## src/acs_pkg.sv

```systemverilog
// ----------------------------------------------------------------------------
// ANSI CSI sequence stripper package
// Shared constants and the command type passed from front to back.
// ----------------------------------------------------------------------------
package acs_pkg;

  localparam int MAX_HOLD    = 32;
  localparam int HOLD_AW     = $clog2(MAX_HOLD);
  localparam int CNT_W       = $clog2(MAX_HOLD + 1);
  localparam int QUEUE_DEPTH = 4;
  localparam int QUEUE_AW    = $clog2(QUEUE_DEPTH);

  localparam logic [7:0] CH_ESC       = 8'h1b;
  localparam logic [7:0] CH_BRACKET   = 8'h5b;
  localparam logic [7:0] CH_PARAM_LO  = 8'h30;
  localparam logic [7:0] CH_PARAM_HI  = 8'h3f;
  localparam logic [7:0] CH_INTER_LO  = 8'h20;
  localparam logic [7:0] CH_INTER_HI  = 8'h2f;
  localparam logic [7:0] CH_FINAL_K   = 8'h4b;
  localparam logic [7:0] CH_FINAL_M   = 8'h6d;

  typedef struct packed {
    logic [7:0]       data;
    logic             emit_byte;
    logic [CNT_W-1:0] rel_count;
    logic             ov;
    logic             is_end;
  } cmd_t;

endpackage

```

## src/acs_in_if.sv

```systemverilog
// ----------------------------------------------------------------------------
// Input channel
// Valid/ready channel carrying one text byte and its end flag.
// ----------------------------------------------------------------------------
interface acs_in_if;
  logic       valid;
  logic       ready;
  logic [7:0] in_byte;
  logic       text_end;

  modport source (output valid, output in_byte, output text_end, input ready);
  modport sink (input valid, input in_byte, input text_end, output ready);
endinterface

```

## src/acs_out_if.sv

```systemverilog
// ----------------------------------------------------------------------------
// Output channel
// Valid/ready channel carrying one stripped result.
// ----------------------------------------------------------------------------
interface acs_out_if;
  logic       valid;
  logic       ready;
  logic [7:0] out_byte;
  logic       byte_valid;
  logic       run_last;
  logic       text_done;
  logic       hold_overflow;

  modport source (output valid, output out_byte, output byte_valid, output run_last,
                  output text_done, output hold_overflow, input ready);
  modport sink (input valid, input out_byte, input byte_valid, input run_last,
                input text_done, input hold_overflow, output ready);
endinterface

```

## src/acs_ram.sv

```systemverilog
// ----------------------------------------------------------------------------
// Generic RAM
// One write port and one read port with registered read data.
// ----------------------------------------------------------------------------
module acs_ram #(
  parameter int WIDTH = 8,
  parameter int DEPTH = 32
) (
  input  logic                     clk,
  input  logic                     wr_en,
  input  logic [$clog2(DEPTH)-1:0] wr_addr,
  input  logic [WIDTH-1:0]         wr_data,
  input  logic                     rd_en,
  input  logic [$clog2(DEPTH)-1:0] rd_addr,
  output logic [WIDTH-1:0]         rd_data
);

  logic [WIDTH-1:0] mem [DEPTH];

  always_ff @(posedge clk) begin
    if (wr_en) begin
      mem[wr_addr] <= wr_data;
    end
    if (rd_en) begin
      rd_data <= mem[rd_addr];
    end
  end

endmodule

```

## src/acs_front.sv

```systemverilog
// ----------------------------------------------------------------------------
// Stripper front end
// Accepts bytes, tracks the escape parser and issues release commands.
// ----------------------------------------------------------------------------
module acs_front
  import acs_pkg::*;
(
  input  logic               clk,
  input  logic               rst,
  acs_in_if.sink             in_chan,
  input  logic               q_full,
  input  logic               rel_done,
  output logic               push,
  output cmd_t               push_cmd,
  output logic               ram_we,
  output logic [HOLD_AW-1:0] ram_waddr,
  output logic [7:0]         ram_wdata
);

  localparam logic [2:0] M_SEARCH = 3'd0;
  localparam logic [2:0] M_ESC    = 3'd1;
  localparam logic [2:0] M_PARAM  = 3'd2;
  localparam logic [2:0] M_INTER  = 3'd3;
  localparam logic [2:0] M_PASS   = 3'd4;

  localparam logic [1:0] V_HOLD  = 2'd0;
  localparam logic [1:0] V_DONE  = 2'd1;
  localparam logic [1:0] V_BREAK = 2'd2;

  logic [2:0]       mode, mode_next, hold_mode;
  logic [CNT_W-1:0] held_count, held_count_next;
  logic             pending, pending_next;
  logic [1:0]       verdict;
  logic             accept;
  logic [7:0]       b;

  assign b              = in_chan.in_byte;
  assign in_chan.ready  = !pending && !q_full;
  assign accept         = in_chan.valid && in_chan.ready;
  assign ram_wdata      = b;

  always_comb begin
    verdict   = V_BREAK;
    hold_mode = mode;
    if (mode == M_ESC) begin
      if (b == CH_BRACKET) begin
        verdict   = V_HOLD;
        hold_mode = M_PARAM;
      end
    end else if (mode == M_PARAM && b >= CH_PARAM_LO && b <= CH_PARAM_HI) begin
      verdict = V_HOLD;
    end else if (b >= CH_INTER_LO && b <= CH_INTER_HI) begin
      verdict   = V_HOLD;
      hold_mode = M_INTER;
    end else if (b == CH_FINAL_K || b == CH_FINAL_M) begin
      verdict = V_DONE;
    end
  end

  always_comb begin
    mode_next       = mode;
    held_count_next = held_count;
    ram_we          = 1'b0;
    ram_waddr       = held_count[HOLD_AW-1:0];
    push_cmd        = '0;
    push_cmd.data   = b;
    push            = 1'b0;
    if (accept) begin
      unique case (mode)
        M_SEARCH: begin
          if (b == CH_ESC) begin
            ram_we          = 1'b1;
            ram_waddr       = '0;
            held_count_next = CNT_W'(1);
            mode_next       = M_ESC;
          end else begin
            push_cmd.emit_byte = 1'b1;
          end
        end
        M_PASS: begin
          push_cmd.emit_byte = 1'b1;
        end
        default: begin
          if (verdict != V_BREAK && held_count >= CNT_W'(MAX_HOLD)) begin
            push_cmd.rel_count = held_count;
            push_cmd.emit_byte = 1'b1;
            push_cmd.ov        = 1'b1;
            held_count_next    = '0;
            mode_next          = M_PASS;
          end else if (verdict == V_HOLD) begin
            ram_we          = 1'b1;
            held_count_next = held_count + CNT_W'(1);
            mode_next       = hold_mode;
          end else if (verdict == V_DONE) begin
            held_count_next = '0;
            mode_next       = M_SEARCH;
          end else begin
            push_cmd.rel_count = held_count;
            push_cmd.emit_byte = 1'b1;
            held_count_next    = '0;
            mode_next          = M_PASS;
          end
        end
      endcase
      if (in_chan.text_end) begin
        if (mode_next == M_ESC || mode_next == M_PARAM || mode_next == M_INTER) begin
          push_cmd.rel_count = held_count_next;
        end
        push_cmd.is_end = 1'b1;
        mode_next       = M_SEARCH;
        held_count_next = '0;
      end
      push = push_cmd.emit_byte || (push_cmd.rel_count != '0) || push_cmd.is_end;
    end
  end

  assign pending_next = (pending && !rel_done) || (push && push_cmd.rel_count != '0);

  always_ff @(posedge clk) begin
    if (rst) begin
      mode       <= M_SEARCH;
      held_count <= '0;
      pending    <= 1'b0;
    end else begin
      mode       <= mode_next;
      held_count <= held_count_next;
      pending    <= pending_next;
    end
  end

  a_count_bound: assert property (@(posedge clk) disable iff (rst)
    held_count <= CNT_W'(MAX_HOLD))
    else $error("held byte count exceeds the hold buffer");

  a_write_in_range: assert property (@(posedge clk) disable iff (rst)
    ram_we |-> (held_count < CNT_W'(MAX_HOLD) || mode == M_SEARCH))
    else $error("hold buffer written beyond its depth");

endmodule

```

## src/acs_cmd_queue.sv

```systemverilog
// ----------------------------------------------------------------------------
// Command queue
// Short FIFO between the front end and the back end.
// ----------------------------------------------------------------------------
module acs_cmd_queue
  import acs_pkg::*;
(
  input  logic clk,
  input  logic rst,
  input  logic push,
  input  cmd_t push_cmd,
  input  logic pop,
  output cmd_t head,
  output logic full,
  output logic empty
);

  cmd_t                slots [QUEUE_DEPTH];
  logic [QUEUE_AW-1:0] wr_ptr, rd_ptr;
  logic [QUEUE_AW:0]   fill;

  assign full  = fill == (QUEUE_AW + 1)'(QUEUE_DEPTH);
  assign empty = fill == '0;
  assign head  = slots[rd_ptr];

  always_ff @(posedge clk) begin
    if (push) begin
      slots[wr_ptr] <= push_cmd;
    end
  end

  always_ff @(posedge clk) begin
    if (rst) begin
      wr_ptr <= '0;
      rd_ptr <= '0;
      fill   <= '0;
    end else begin
      if (push) begin
        wr_ptr <= wr_ptr + QUEUE_AW'(1);
      end
      if (pop) begin
        rd_ptr <= rd_ptr + QUEUE_AW'(1);
      end
      if (push && !pop) begin
        fill <= fill + (QUEUE_AW + 1)'(1);
      end else if (pop && !push) begin
        fill <= fill - (QUEUE_AW + 1)'(1);
      end
    end
  end

  a_no_overflow: assert property (@(posedge clk) disable iff (rst)
    !(push && full && !pop))
    else $error("command pushed into a full queue");

  a_no_underflow: assert property (@(posedge clk) disable iff (rst)
    !(pop && empty))
    else $error("command popped from an empty queue");

endmodule

```

## src/acs_back.sv

```systemverilog
// ----------------------------------------------------------------------------
// Stripper back end
// Carries out commands: releases held bytes, emits bytes and end markers.
// ----------------------------------------------------------------------------
module acs_back
  import acs_pkg::*;
(
  input  logic               clk,
  input  logic               rst,
  input  cmd_t               head,
  input  logic               q_empty,
  output logic               pop,
  output logic               rel_done,
  output logic               ram_re,
  output logic [HOLD_AW-1:0] ram_raddr,
  input  logic [7:0]         ram_rdata,
  acs_out_if.source          out_chan
);

  localparam logic [1:0] S_IDLE = 2'd0;
  localparam logic [1:0] S_READ = 2'd1;
  localparam logic [1:0] S_BYTE = 2'd2;

  logic [1:0]       state, state_next;
  logic [CNT_W-1:0] idx, idx_next;
  cmd_t             cur, cur_next;
  logic             out_free, load, last_held;
  logic [7:0]       ld_byte;
  logic             ld_bv, ld_last, ld_done, ld_ov;

  assign out_free  = !out_chan.valid || out_chan.ready;
  assign last_held = (idx + CNT_W'(1)) == cur.rel_count;

  always_comb begin
    state_next = state;
    idx_next   = idx;
    cur_next   = cur;
    pop        = 1'b0;
    rel_done   = 1'b0;
    ram_re     = 1'b0;
    ram_raddr  = idx[HOLD_AW-1:0];
    load       = 1'b0;
    ld_byte    = cur.data;
    ld_bv      = 1'b1;
    ld_last    = 1'b0;
    ld_done    = 1'b0;
    ld_ov      = cur.ov;
    unique case (state)
      S_IDLE: begin
        if (!q_empty && out_free) begin
          pop      = 1'b1;
          cur_next = head;
          if (head.rel_count != '0) begin
            ram_re     = 1'b1;
            ram_raddr  = '0;
            idx_next   = '0;
            state_next = S_READ;
          end else begin
            load    = 1'b1;
            ld_byte = head.emit_byte ? head.data : 8'h00;
            ld_bv   = head.emit_byte;
            ld_last = 1'b1;
            ld_done = head.is_end;
            ld_ov   = head.emit_byte && head.ov;
          end
        end
      end
      S_READ: begin
        if (out_free) begin
          load    = 1'b1;
          ld_byte = ram_rdata;
          ld_last = last_held && !cur.emit_byte;
          ld_done = last_held && !cur.emit_byte && cur.is_end;
          if (!last_held) begin
            idx_next  = idx + CNT_W'(1);
            ram_re    = 1'b1;
            ram_raddr = idx_next[HOLD_AW-1:0];
          end else if (cur.emit_byte) begin
            state_next = S_BYTE;
          end else begin
            rel_done   = 1'b1;
            state_next = S_IDLE;
          end
        end
      end
      S_BYTE: begin
        if (out_free) begin
          load       = 1'b1;
          ld_last    = 1'b1;
          ld_done    = cur.is_end;
          rel_done   = 1'b1;
          state_next = S_IDLE;
        end
      end
      default: begin
        state_next = S_IDLE;
      end
    endcase
  end

  always_ff @(posedge clk) begin
    cur <= cur_next;
    idx <= idx_next;
    if (load) begin
      out_chan.out_byte      <= ld_byte;
      out_chan.byte_valid    <= ld_bv;
      out_chan.run_last      <= ld_last;
      out_chan.text_done     <= ld_done;
      out_chan.hold_overflow <= ld_ov;
    end
  end

  always_ff @(posedge clk) begin
    if (rst) begin
      state          <= S_IDLE;
      out_chan.valid <= 1'b0;
    end else begin
      state <= state_next;
      if (load) begin
        out_chan.valid <= 1'b1;
      end else if (out_chan.ready) begin
        out_chan.valid <= 1'b0;
      end
    end
  end

  a_read_in_range: assert property (@(posedge clk) disable iff (rst)
    (state == S_READ) |-> (idx < cur.rel_count))
    else $error("release index beyond the held byte count");

  a_done_ends_run: assert property (@(posedge clk) disable iff (rst)
    (load && ld_done) |-> ld_last)
    else $error("text end flagged on a result that is not the last of its run");

endmodule

```

## src/ansi_csi_sequence_stripper_top.sv

```systemverilog
// ----------------------------------------------------------------------------
// ANSI CSI sequence stripper
// Removes ESC '[' ... 'K'/'m' sequences from a byte stream.
// ----------------------------------------------------------------------------
// A byte that passes straight through, or is held as part of a candidate
// sequence, is taken by the parser, and results leave one per cycle from an
// output register while the output is not stalled, with a four-entry command
// queue between the parser and the output side. When a sequence is released
// (broken, too long or cut off by the end of the text), the output side first
// issues the read of the hold RAM's first entry, then loads the n held bytes
// one per cycle through its single read port while the output is free, then
// the breaking byte if there is one, and input is stalled from the release
// until its last byte has been loaded into the output register.
module ansi_csi_sequence_stripper_top
  import acs_pkg::*;
(
  input  logic      clk,
  input  logic      rst,
  acs_in_if.sink    in_chan,
  acs_out_if.source out_chan
);

  logic               push, pop, q_full, q_empty, rel_done;
  cmd_t               push_cmd, head;
  logic               ram_we, ram_re;
  logic [HOLD_AW-1:0] ram_waddr, ram_raddr;
  logic [7:0]         ram_wdata, ram_rdata;

  acs_front u_front (
    .clk       (clk),
    .rst       (rst),
    .in_chan   (in_chan),
    .q_full    (q_full),
    .rel_done  (rel_done),
    .push      (push),
    .push_cmd  (push_cmd),
    .ram_we    (ram_we),
    .ram_waddr (ram_waddr),
    .ram_wdata (ram_wdata)
  );

  acs_cmd_queue u_queue (
    .clk      (clk),
    .rst      (rst),
    .push     (push),
    .push_cmd (push_cmd),
    .pop      (pop),
    .head     (head),
    .full     (q_full),
    .empty    (q_empty)
  );

  acs_ram #(
    .WIDTH (8),
    .DEPTH (MAX_HOLD)
  ) u_hold_ram (
    .clk     (clk),
    .wr_en   (ram_we),
    .wr_addr (ram_waddr),
    .wr_data (ram_wdata),
    .rd_en   (ram_re),
    .rd_addr (ram_raddr),
    .rd_data (ram_rdata)
  );

  acs_back u_back (
    .clk       (clk),
    .rst       (rst),
    .head      (head),
    .q_empty   (q_empty),
    .pop       (pop),
    .rel_done  (rel_done),
    .ram_re    (ram_re),
    .ram_raddr (ram_raddr),
    .ram_rdata (ram_rdata),
    .out_chan  (out_chan)
  );

endmodule

```

## src/flat_wrapper.sv

```systemverilog
// flat-port wrapper written by rule: the top's interface ports become plain ports
module ansi_csi_sequence_stripper_top_flat import acs_pkg::*;
  (clk, rst, in_chan_valid, in_chan_in_byte, in_chan_text_end, in_chan_ready, out_chan_valid, out_chan_out_byte, out_chan_byte_valid, out_chan_run_last, out_chan_text_done, out_chan_hold_overflow, out_chan_ready);
  acs_in_if in_chan_i ();
  acs_out_if out_chan_i ();
  input  logic clk;
  input  logic rst;
  input wire logic [$bits(in_chan_i.valid)-1:0] in_chan_valid;
  input wire logic [$bits(in_chan_i.in_byte)-1:0] in_chan_in_byte;
  input wire logic [$bits(in_chan_i.text_end)-1:0] in_chan_text_end;
  output wire logic [$bits(in_chan_i.ready)-1:0] in_chan_ready;
  output wire logic [$bits(out_chan_i.valid)-1:0] out_chan_valid;
  output wire logic [$bits(out_chan_i.out_byte)-1:0] out_chan_out_byte;
  output wire logic [$bits(out_chan_i.byte_valid)-1:0] out_chan_byte_valid;
  output wire logic [$bits(out_chan_i.run_last)-1:0] out_chan_run_last;
  output wire logic [$bits(out_chan_i.text_done)-1:0] out_chan_text_done;
  output wire logic [$bits(out_chan_i.hold_overflow)-1:0] out_chan_hold_overflow;
  input wire logic [$bits(out_chan_i.ready)-1:0] out_chan_ready;
  assign in_chan_i.valid = in_chan_valid;
  assign in_chan_i.in_byte = in_chan_in_byte;
  assign in_chan_i.text_end = in_chan_text_end;
  assign in_chan_ready = in_chan_i.ready;
  assign out_chan_valid = out_chan_i.valid;
  assign out_chan_out_byte = out_chan_i.out_byte;
  assign out_chan_byte_valid = out_chan_i.byte_valid;
  assign out_chan_run_last = out_chan_i.run_last;
  assign out_chan_text_done = out_chan_i.text_done;
  assign out_chan_hold_overflow = out_chan_i.hold_overflow;
  assign out_chan_i.ready = out_chan_ready;
  ansi_csi_sequence_stripper_top u_core (.clk(clk), .rst(rst), .in_chan(in_chan_i), .out_chan(out_chan_i));
endmodule
```

## config.mk

```make
export PLATFORM = sky130hd
export DESIGN_NAME = ansi_csi_sequence_stripper_top_flat
export DESIGN_NICKNAME = d
export VERILOG_FILES = /design/src/acs_pkg.sv /design/src/acs_in_if.sv /design/src/acs_out_if.sv /design/src/acs_ram.sv /design/src/acs_front.sv /design/src/acs_cmd_queue.sv /design/src/acs_back.sv /design/src/ansi_csi_sequence_stripper_top.sv /design/src/flat_wrapper.sv
export SDC_FILE = /design/constraint.sdc
export NUM_CORES = 1
export LEC_CHECK = 0
export BUFFER_PORTS_ARGS = -buffer_cell sky130_fd_sc_hd__clkbuf_2
export CORE_ASPECT_RATIO = 0.6
export CORE_MARGIN = 1.5
export CORE_UTILIZATION = 50
export CTS_BUF_LIST = sky130_fd_sc_hd__clkbuf_2
export DETAILED_ROUTE_END_ITERATION = 8
export PLACE_DENSITY = 0.66
export SLEW_MARGIN = 20
export SYNTH_ARGS = -nofsm -noshare
export SYNTH_HDL_FRONTEND = slang
export SYNTH_SLANG_ARGS = --single-unit
```

## constraint.sdc

```tcl
create_clock -name clk -period 4.31 [get_ports clk]
set_input_delay 0 -clock clk [delete_from_list [all_inputs] [get_ports clk]]
set_output_delay 0 -clock clk [all_outputs]
set_load 0.02 [all_outputs]
```

# After elaboration in Yosys (flattened, before gate mapping)
# Memories as Yosys holds them, arrays and structs flattened. A register that Yosys moved wholly into a read port is not among the register bits.
# Index checks and enable logic that the tools add are counted.
# word_totals
register_bits	55
ramBits	324
in_bits	13
wordCells	202
mem_count	2
# op_classes
addsub	6
n_lt_le_gt_ge	5
eq_ne	22
muxes	101
bitwise_logic	2
reduce_logical	45
# memory_table
name	words	width	rd	rd_clocked_by_memory_dff	write_ports	line_no	source
u_core.u_hold_ram.mem	32	8	1	1	1	acs_ram.sv:18	logic [WIDTH-1:0] mem [DEPTH];
u_core.u_queue.slots	4	17	1	1	1	acs_cmd_queue.sv:18	cmd_t slots [QUEUE_DEPTH];
# op_table
cell	count
$mux 6	11
$mux 1	36
$mux 3	12
$mux 5	7
$mux 8	4
$mux 7	4
$mux 2	13
$eq 8x7->1 const B	3
$pmux 6 s2	2
$reduce_bool 6->1	3
$ge 8x6->1 const B	2
$le 8x6->1 const B	2
$pmux 8 s2	1
$logic_and 1x1->1	14
$ne 2x2->1 const B	7
$add 6x1->6 const B	2
$pmux 1 s2	5
$pmux 5 s2	1
$reduce_and 5->1	2
$eq 3x2->1 const B	3
$mux 9	1
$eq 8x5->1 const B	1
$logic_not 1->1	8
$logic_or 1x1->1	7
19 further kinds	30

# Longest topological paths before layout
# depth
depth_word	26
mapped_depth	14
ltp_nobuf	13

# Cells and area by module
# From an unflattened synthesis, not the netlist that was laid out.
# unflattened
hier_cells	903
hier_area_um2	16328.2
# modules_own_cells
module	instances	cells_each	area_per_inst_um2
acs_ram	1	417	10133.5
acs_cmd_queue	1	133	2921.6
acs_back	1	199	2175.8
acs_front	1	154	1097.3

# Least setup slack after synthesis
# OpenSTA, ideal clock, no wires.
# synth_timing
path_kind	flip-flop to flip-flop
startpoint	reg (tool-made name)
endpoint	reg u_core.u_hold_ram.rd_data[0], read port of u_core.u_hold_ram.mem, data pin
setup_time_ns	0.265
t_arrival_ns	2.806
setup_slack_ns	1.239
path_stages_with_launch	12
period_less_slack_ns	3.071
cell_sequence	dfxtp_1 > buf_6 > mux4_2 > or4_4 > nor3_4 > o31ai_1 > o21a_1 > o22ai_1 > buf_2 > nand3_1 > o211ai_1 > nand4_1
# synth_rtl
item	line_no	source
to (decl)	acs_ram.sv:15	output logic [WIDTH-1:0] rd_data

==> impl_results.md <==
- Synth async-reset ratio: 0
- Top-area cell type share of the netlist area: 0.679
- Seq/Total Area, Yosys: 0.706
- Combinational share of power: 0.425
- CP top delay family: simple AND/OR/NAND/NOR gates
- Final WL: 42.8 mm
- Placed insts: 1638
- #FFs+latches synth: 389
- Main synth FF type: edfxtp_1
- Number of synthesized flops with an enable pin: 367
- Fin crit period: 4.10 ns
- Area Overhead vs Synth: 10.5%
- Clk pin slew, worst setup/hold paths: 0.12 ns
- DR vias: 10.9k
- Dpl hpwl: 27.2 mm
- Final net count: 1365
- Crit-path cells: buf_4, mux4_2, or3_1, o211ai_4, nand2_2, nand3_4, buf_12, buf_4, nand2_1, a32oi_1, nand4_1, nand4_1
- Pin count of the biggest net entering global routing: 40
- Core Region: 31500 µm²
- R2R depth: 12
- Critical Path RT: 5.16 ns
- GRT Max-Usage Layer: met1
- Sw Share: 0.426
- Height of the die: 143 µm
- CTS Root Cell: clkbuf_2
- Final Util: 0.569
- Later-pin clock latency in the skew report: 1.00 ns
- Synth top area cells: edfxtp_1, nand2_1, dfxtp_1
- Switching pwr: 5.29 mW
- CP peak stage delay: 0.57 ns
- Initial antenna violation count: 4
- Clk_skew: 0.0532 ns
- Cell variety after synth: 62
- Via/cell ratio: 5.99
- CTS tree: yes
- Status: completed
- Drt pass-1 iters: 5
- CP max FO: 35
- Sequential power share: 0.392
- CP bufs+invs: 3
- Reg-to-Reg End: u_core.u_hold_ram.rd_data[4]$_DFFE_PP_
- Die Wd: 236 µm
- Top cells by count, synth: edfxtp_1, nand2_1, nor2_1
- FMAX: 244 MHz
- CTS sink cnt: 389
- Cell Int Power: 7.14 mW
- Critical Path Start Type: register
- VDD IR max: 0.414 mV
- Hold depth: 3
- Max Slew Vio Count: 0
- Cell row count: 50
- Initial Util: 0.515
- Number of global-route vias before repair: 10.1k
- CTS Buffer Depth: 3
- Post-synthesis cell area: 16200 µm²
- Share of layout cells above drive strength 1: 0.164
- Hold worst-path end: u_core.u_front.held_count[0]$_SDFFE_PP0P_
- Num CTS Buffers: 87
- Clock Power Share: 0.183
- Pwr Density: 693 nW/µm²
- RSZ-0062 raised after global routing: no
- Rel. slew slack: 0.220
- # setup viols final: 0
- Static leakage: 6.13 nW
- Post-CTS Setup Inserts: 0
- Setup CP Type: register to register
- Slew @ Worst Pin: 1.17 ns
- # DRC: 0
- Slowest cell on crit path: mux4_2
- GR Layer Usage met1: 0.413
- Cells after synthesis: 1228
- Boundary pin count: 27
- WL/cell: 23.6 µm
- WP data arrival: 4.95 ns
- GRT met3 Usage: 0.112
- Die footprint: 33600 µm²
- Crit end category: register
- GR Overflow Total: 0
- Placer Congestion: 0.876
- Synthesis warning total: 0
- Post-route insts no fill: 1812
- H-tree depth: 3
- Global-route wire length before repair: 63.5 mm
- Mapped Nets: 1254
- DRT iter0 DRCs: 1549
- R2R setup slack: 0.21 ns
- Number of port buffers: 26
- Syn avg cell area: 13.2 µm²
- Synth area leader: edfxtp_1
- Setup TNS: 0 ns
- Hold WC Path Type: input pin to register
- Total Routing Usage GR: 0.259
- Post-route ant nets: 0
- Final Cycle Share: 0.951
- Max cap viols: 0
- Cell with the most instances after synthesis: edfxtp_1
- M2 GR Usage: 0.316
- Final Hold Viols: 0
- Worst Min Path Start: rst
-- power groups by stage --
stage / combinational (mW) / sequential, mW / clock, mW
finish: 5.29 / 4.87 / 2.27
CTS: 5.12 / 4.86 / 2.29
detailed placement: 5.06 / 4.95 / 0
global route: 5.68 / 4.91 / 2.48
global placement: 5.00 / 4.94 / 0
floorplan: 3.33 / 4.90 / 0
-- worst reg2reg max path, delay by kind of cell (launching register included) --
kind / cells / cell delay [ns]
buffers and inverters: 3 / 0.76
DFF: 1 / 0.52
muxes: 1 / 0.58
and+or+nand+nor: 6 / 1.53
AOI/OAI and AO/OA: 2 / 0.59
-- layout make-up --
| type | count | area [µm²] |
|---|---|---|
| Tap cell | 416 | 520 |
| Antenna cell | 3 | 7.51 |
| Clock inverter | 18 | 101 |
| Multi-Input combinational cell | 760 | 4450 |
| Fill cell | 2620 | 13600 |
| Inverter | 13 | 48.8 |
| Timing Repair Buffer | 88 | 726 |
| Clock buffer | 125 | 626 |
| Sequential cell | 389 | 11500 |
-- layout by cell type, fill, tap and decap left out, types with 4 or more instances in the layout --
cell type	n
a31oi_1	17
clkbuf_2	151
nand3_1	72
and3_1	4
nor3_1	13
edfxtp_1	367
buf_4	30
nor2b_1	6
and2_1	11
xor2_1	8
o211ai_1	13
nand2b_1	7
xnor2_1	6
a32oi_1	26
inv_1	13
a221oi_1	9
ha_1	12
a21oi_1	51
dfxtp_1	22
clkinv_1	12
o21ai_0	21
mux2i_1	18
nand4_1	18
buf_12	5
dlygate4sd3_1	27
nand2_1	251
mux4_2	17
nor2_1	106
a22oi_1	18
-- worst max path at each step --
| stage | start | depth (start not counted) | to | slack (ns) |
|---|---|---|---|---|
| 2_1_floorplan | register | 11 | u_core.u_hold_ram.rd_data[0]$_DFFE_PP_ | 1.24 |
| 3_3_place_gp | register | 9 | u_core.u_hold_ram.rd_data[4]$_DFFE_PP_ | 0.36 |
| 3_5_place_dp | register | 9 | u_core.u_hold_ram.rd_data[0]$_DFFE_PP_ | 0.30 |
| 4_1_cts | register | 9 | u_core.u_hold_ram.rd_data[0]$_DFFE_PP_ | 0.26 |
| 5_1_grt | u_core.u_back.idx[0]$_SDFFCE_PN0P_ | 12 | u_core.u_hold_ram.rd_data[0]$_DFFE_PP_ | 0.02 |
| 6_report | register | 12 | u_core.u_hold_ram.rd_data[4]$_DFFE_PP_ | 0.21 |
-- stage by stage --
stage / hold slack (ns) / instance area, µm² / setup slack (ns) / power (mW)
global placement: 0.297 / 16900 / 0.356 / 9.94
finish: 0.149 / 17900 / 0.213 / 12.4
detailed placement: 0.296 / 16900 / 0.302 / 10.0
global route: 0.0433 / 17900 / 0.0156 / 13.1
CTS: 0.00621 / 17900 / 0.258 / 12.3
floorplan: 0.0787 / 16200 / 1.24 / 8.23
-- kinds of logic (layout without fill, tap and decap cells) --
kind of cell / Yosys count / after routing / synth area share
other cells: 0 / 3 / 0
compound gates: 180 / 180 / 0.0750
mux: 37 / 37 / 0.0359
simple gates: 514 / 515 / 0.140
flops: 389 / 389 / 0.706
fa+ha+maj: 13 / 13 / 0.0105
buf+inv: 80 / 244 / 0.0239
xor+xnor: 15 / 15 / 0.00894
-- flip-flops by register name (all words and copies together) (netlist names), 2 cells and up, named ones only --
register	flops
u_core.u_hold_ram.mem	256
u_core.u_queue.slots	68
u_core.u_back.cur	17
u_core.u_back.out_chan.out_byte	8
u_core.u_hold_ram.rd_data	8
u_core.u_back.idx	6
u_core.u_front.held_count	6
u_core.u_front.mode	3
u_core.u_queue.fill	3
u_core.u_back.state	2
u_core.u_queue.rd_ptr	2
u_core.u_queue.wr_ptr	2
-- timing repair --
action	in CTS	in global routing
hold buffers	27	0
resized for setup	0	2
endpoints found under the hold margin	459	0
endpoints found under the setup margin	0	3
-- metal layers --
layer	part of all wire	up-vias
li1	-	4853
met1	0.47	5331
met2	0.38	627
met3	0.14	41
met4	0.0095	2
met5	0.00033	-
(Power assumes the default switching activity.)
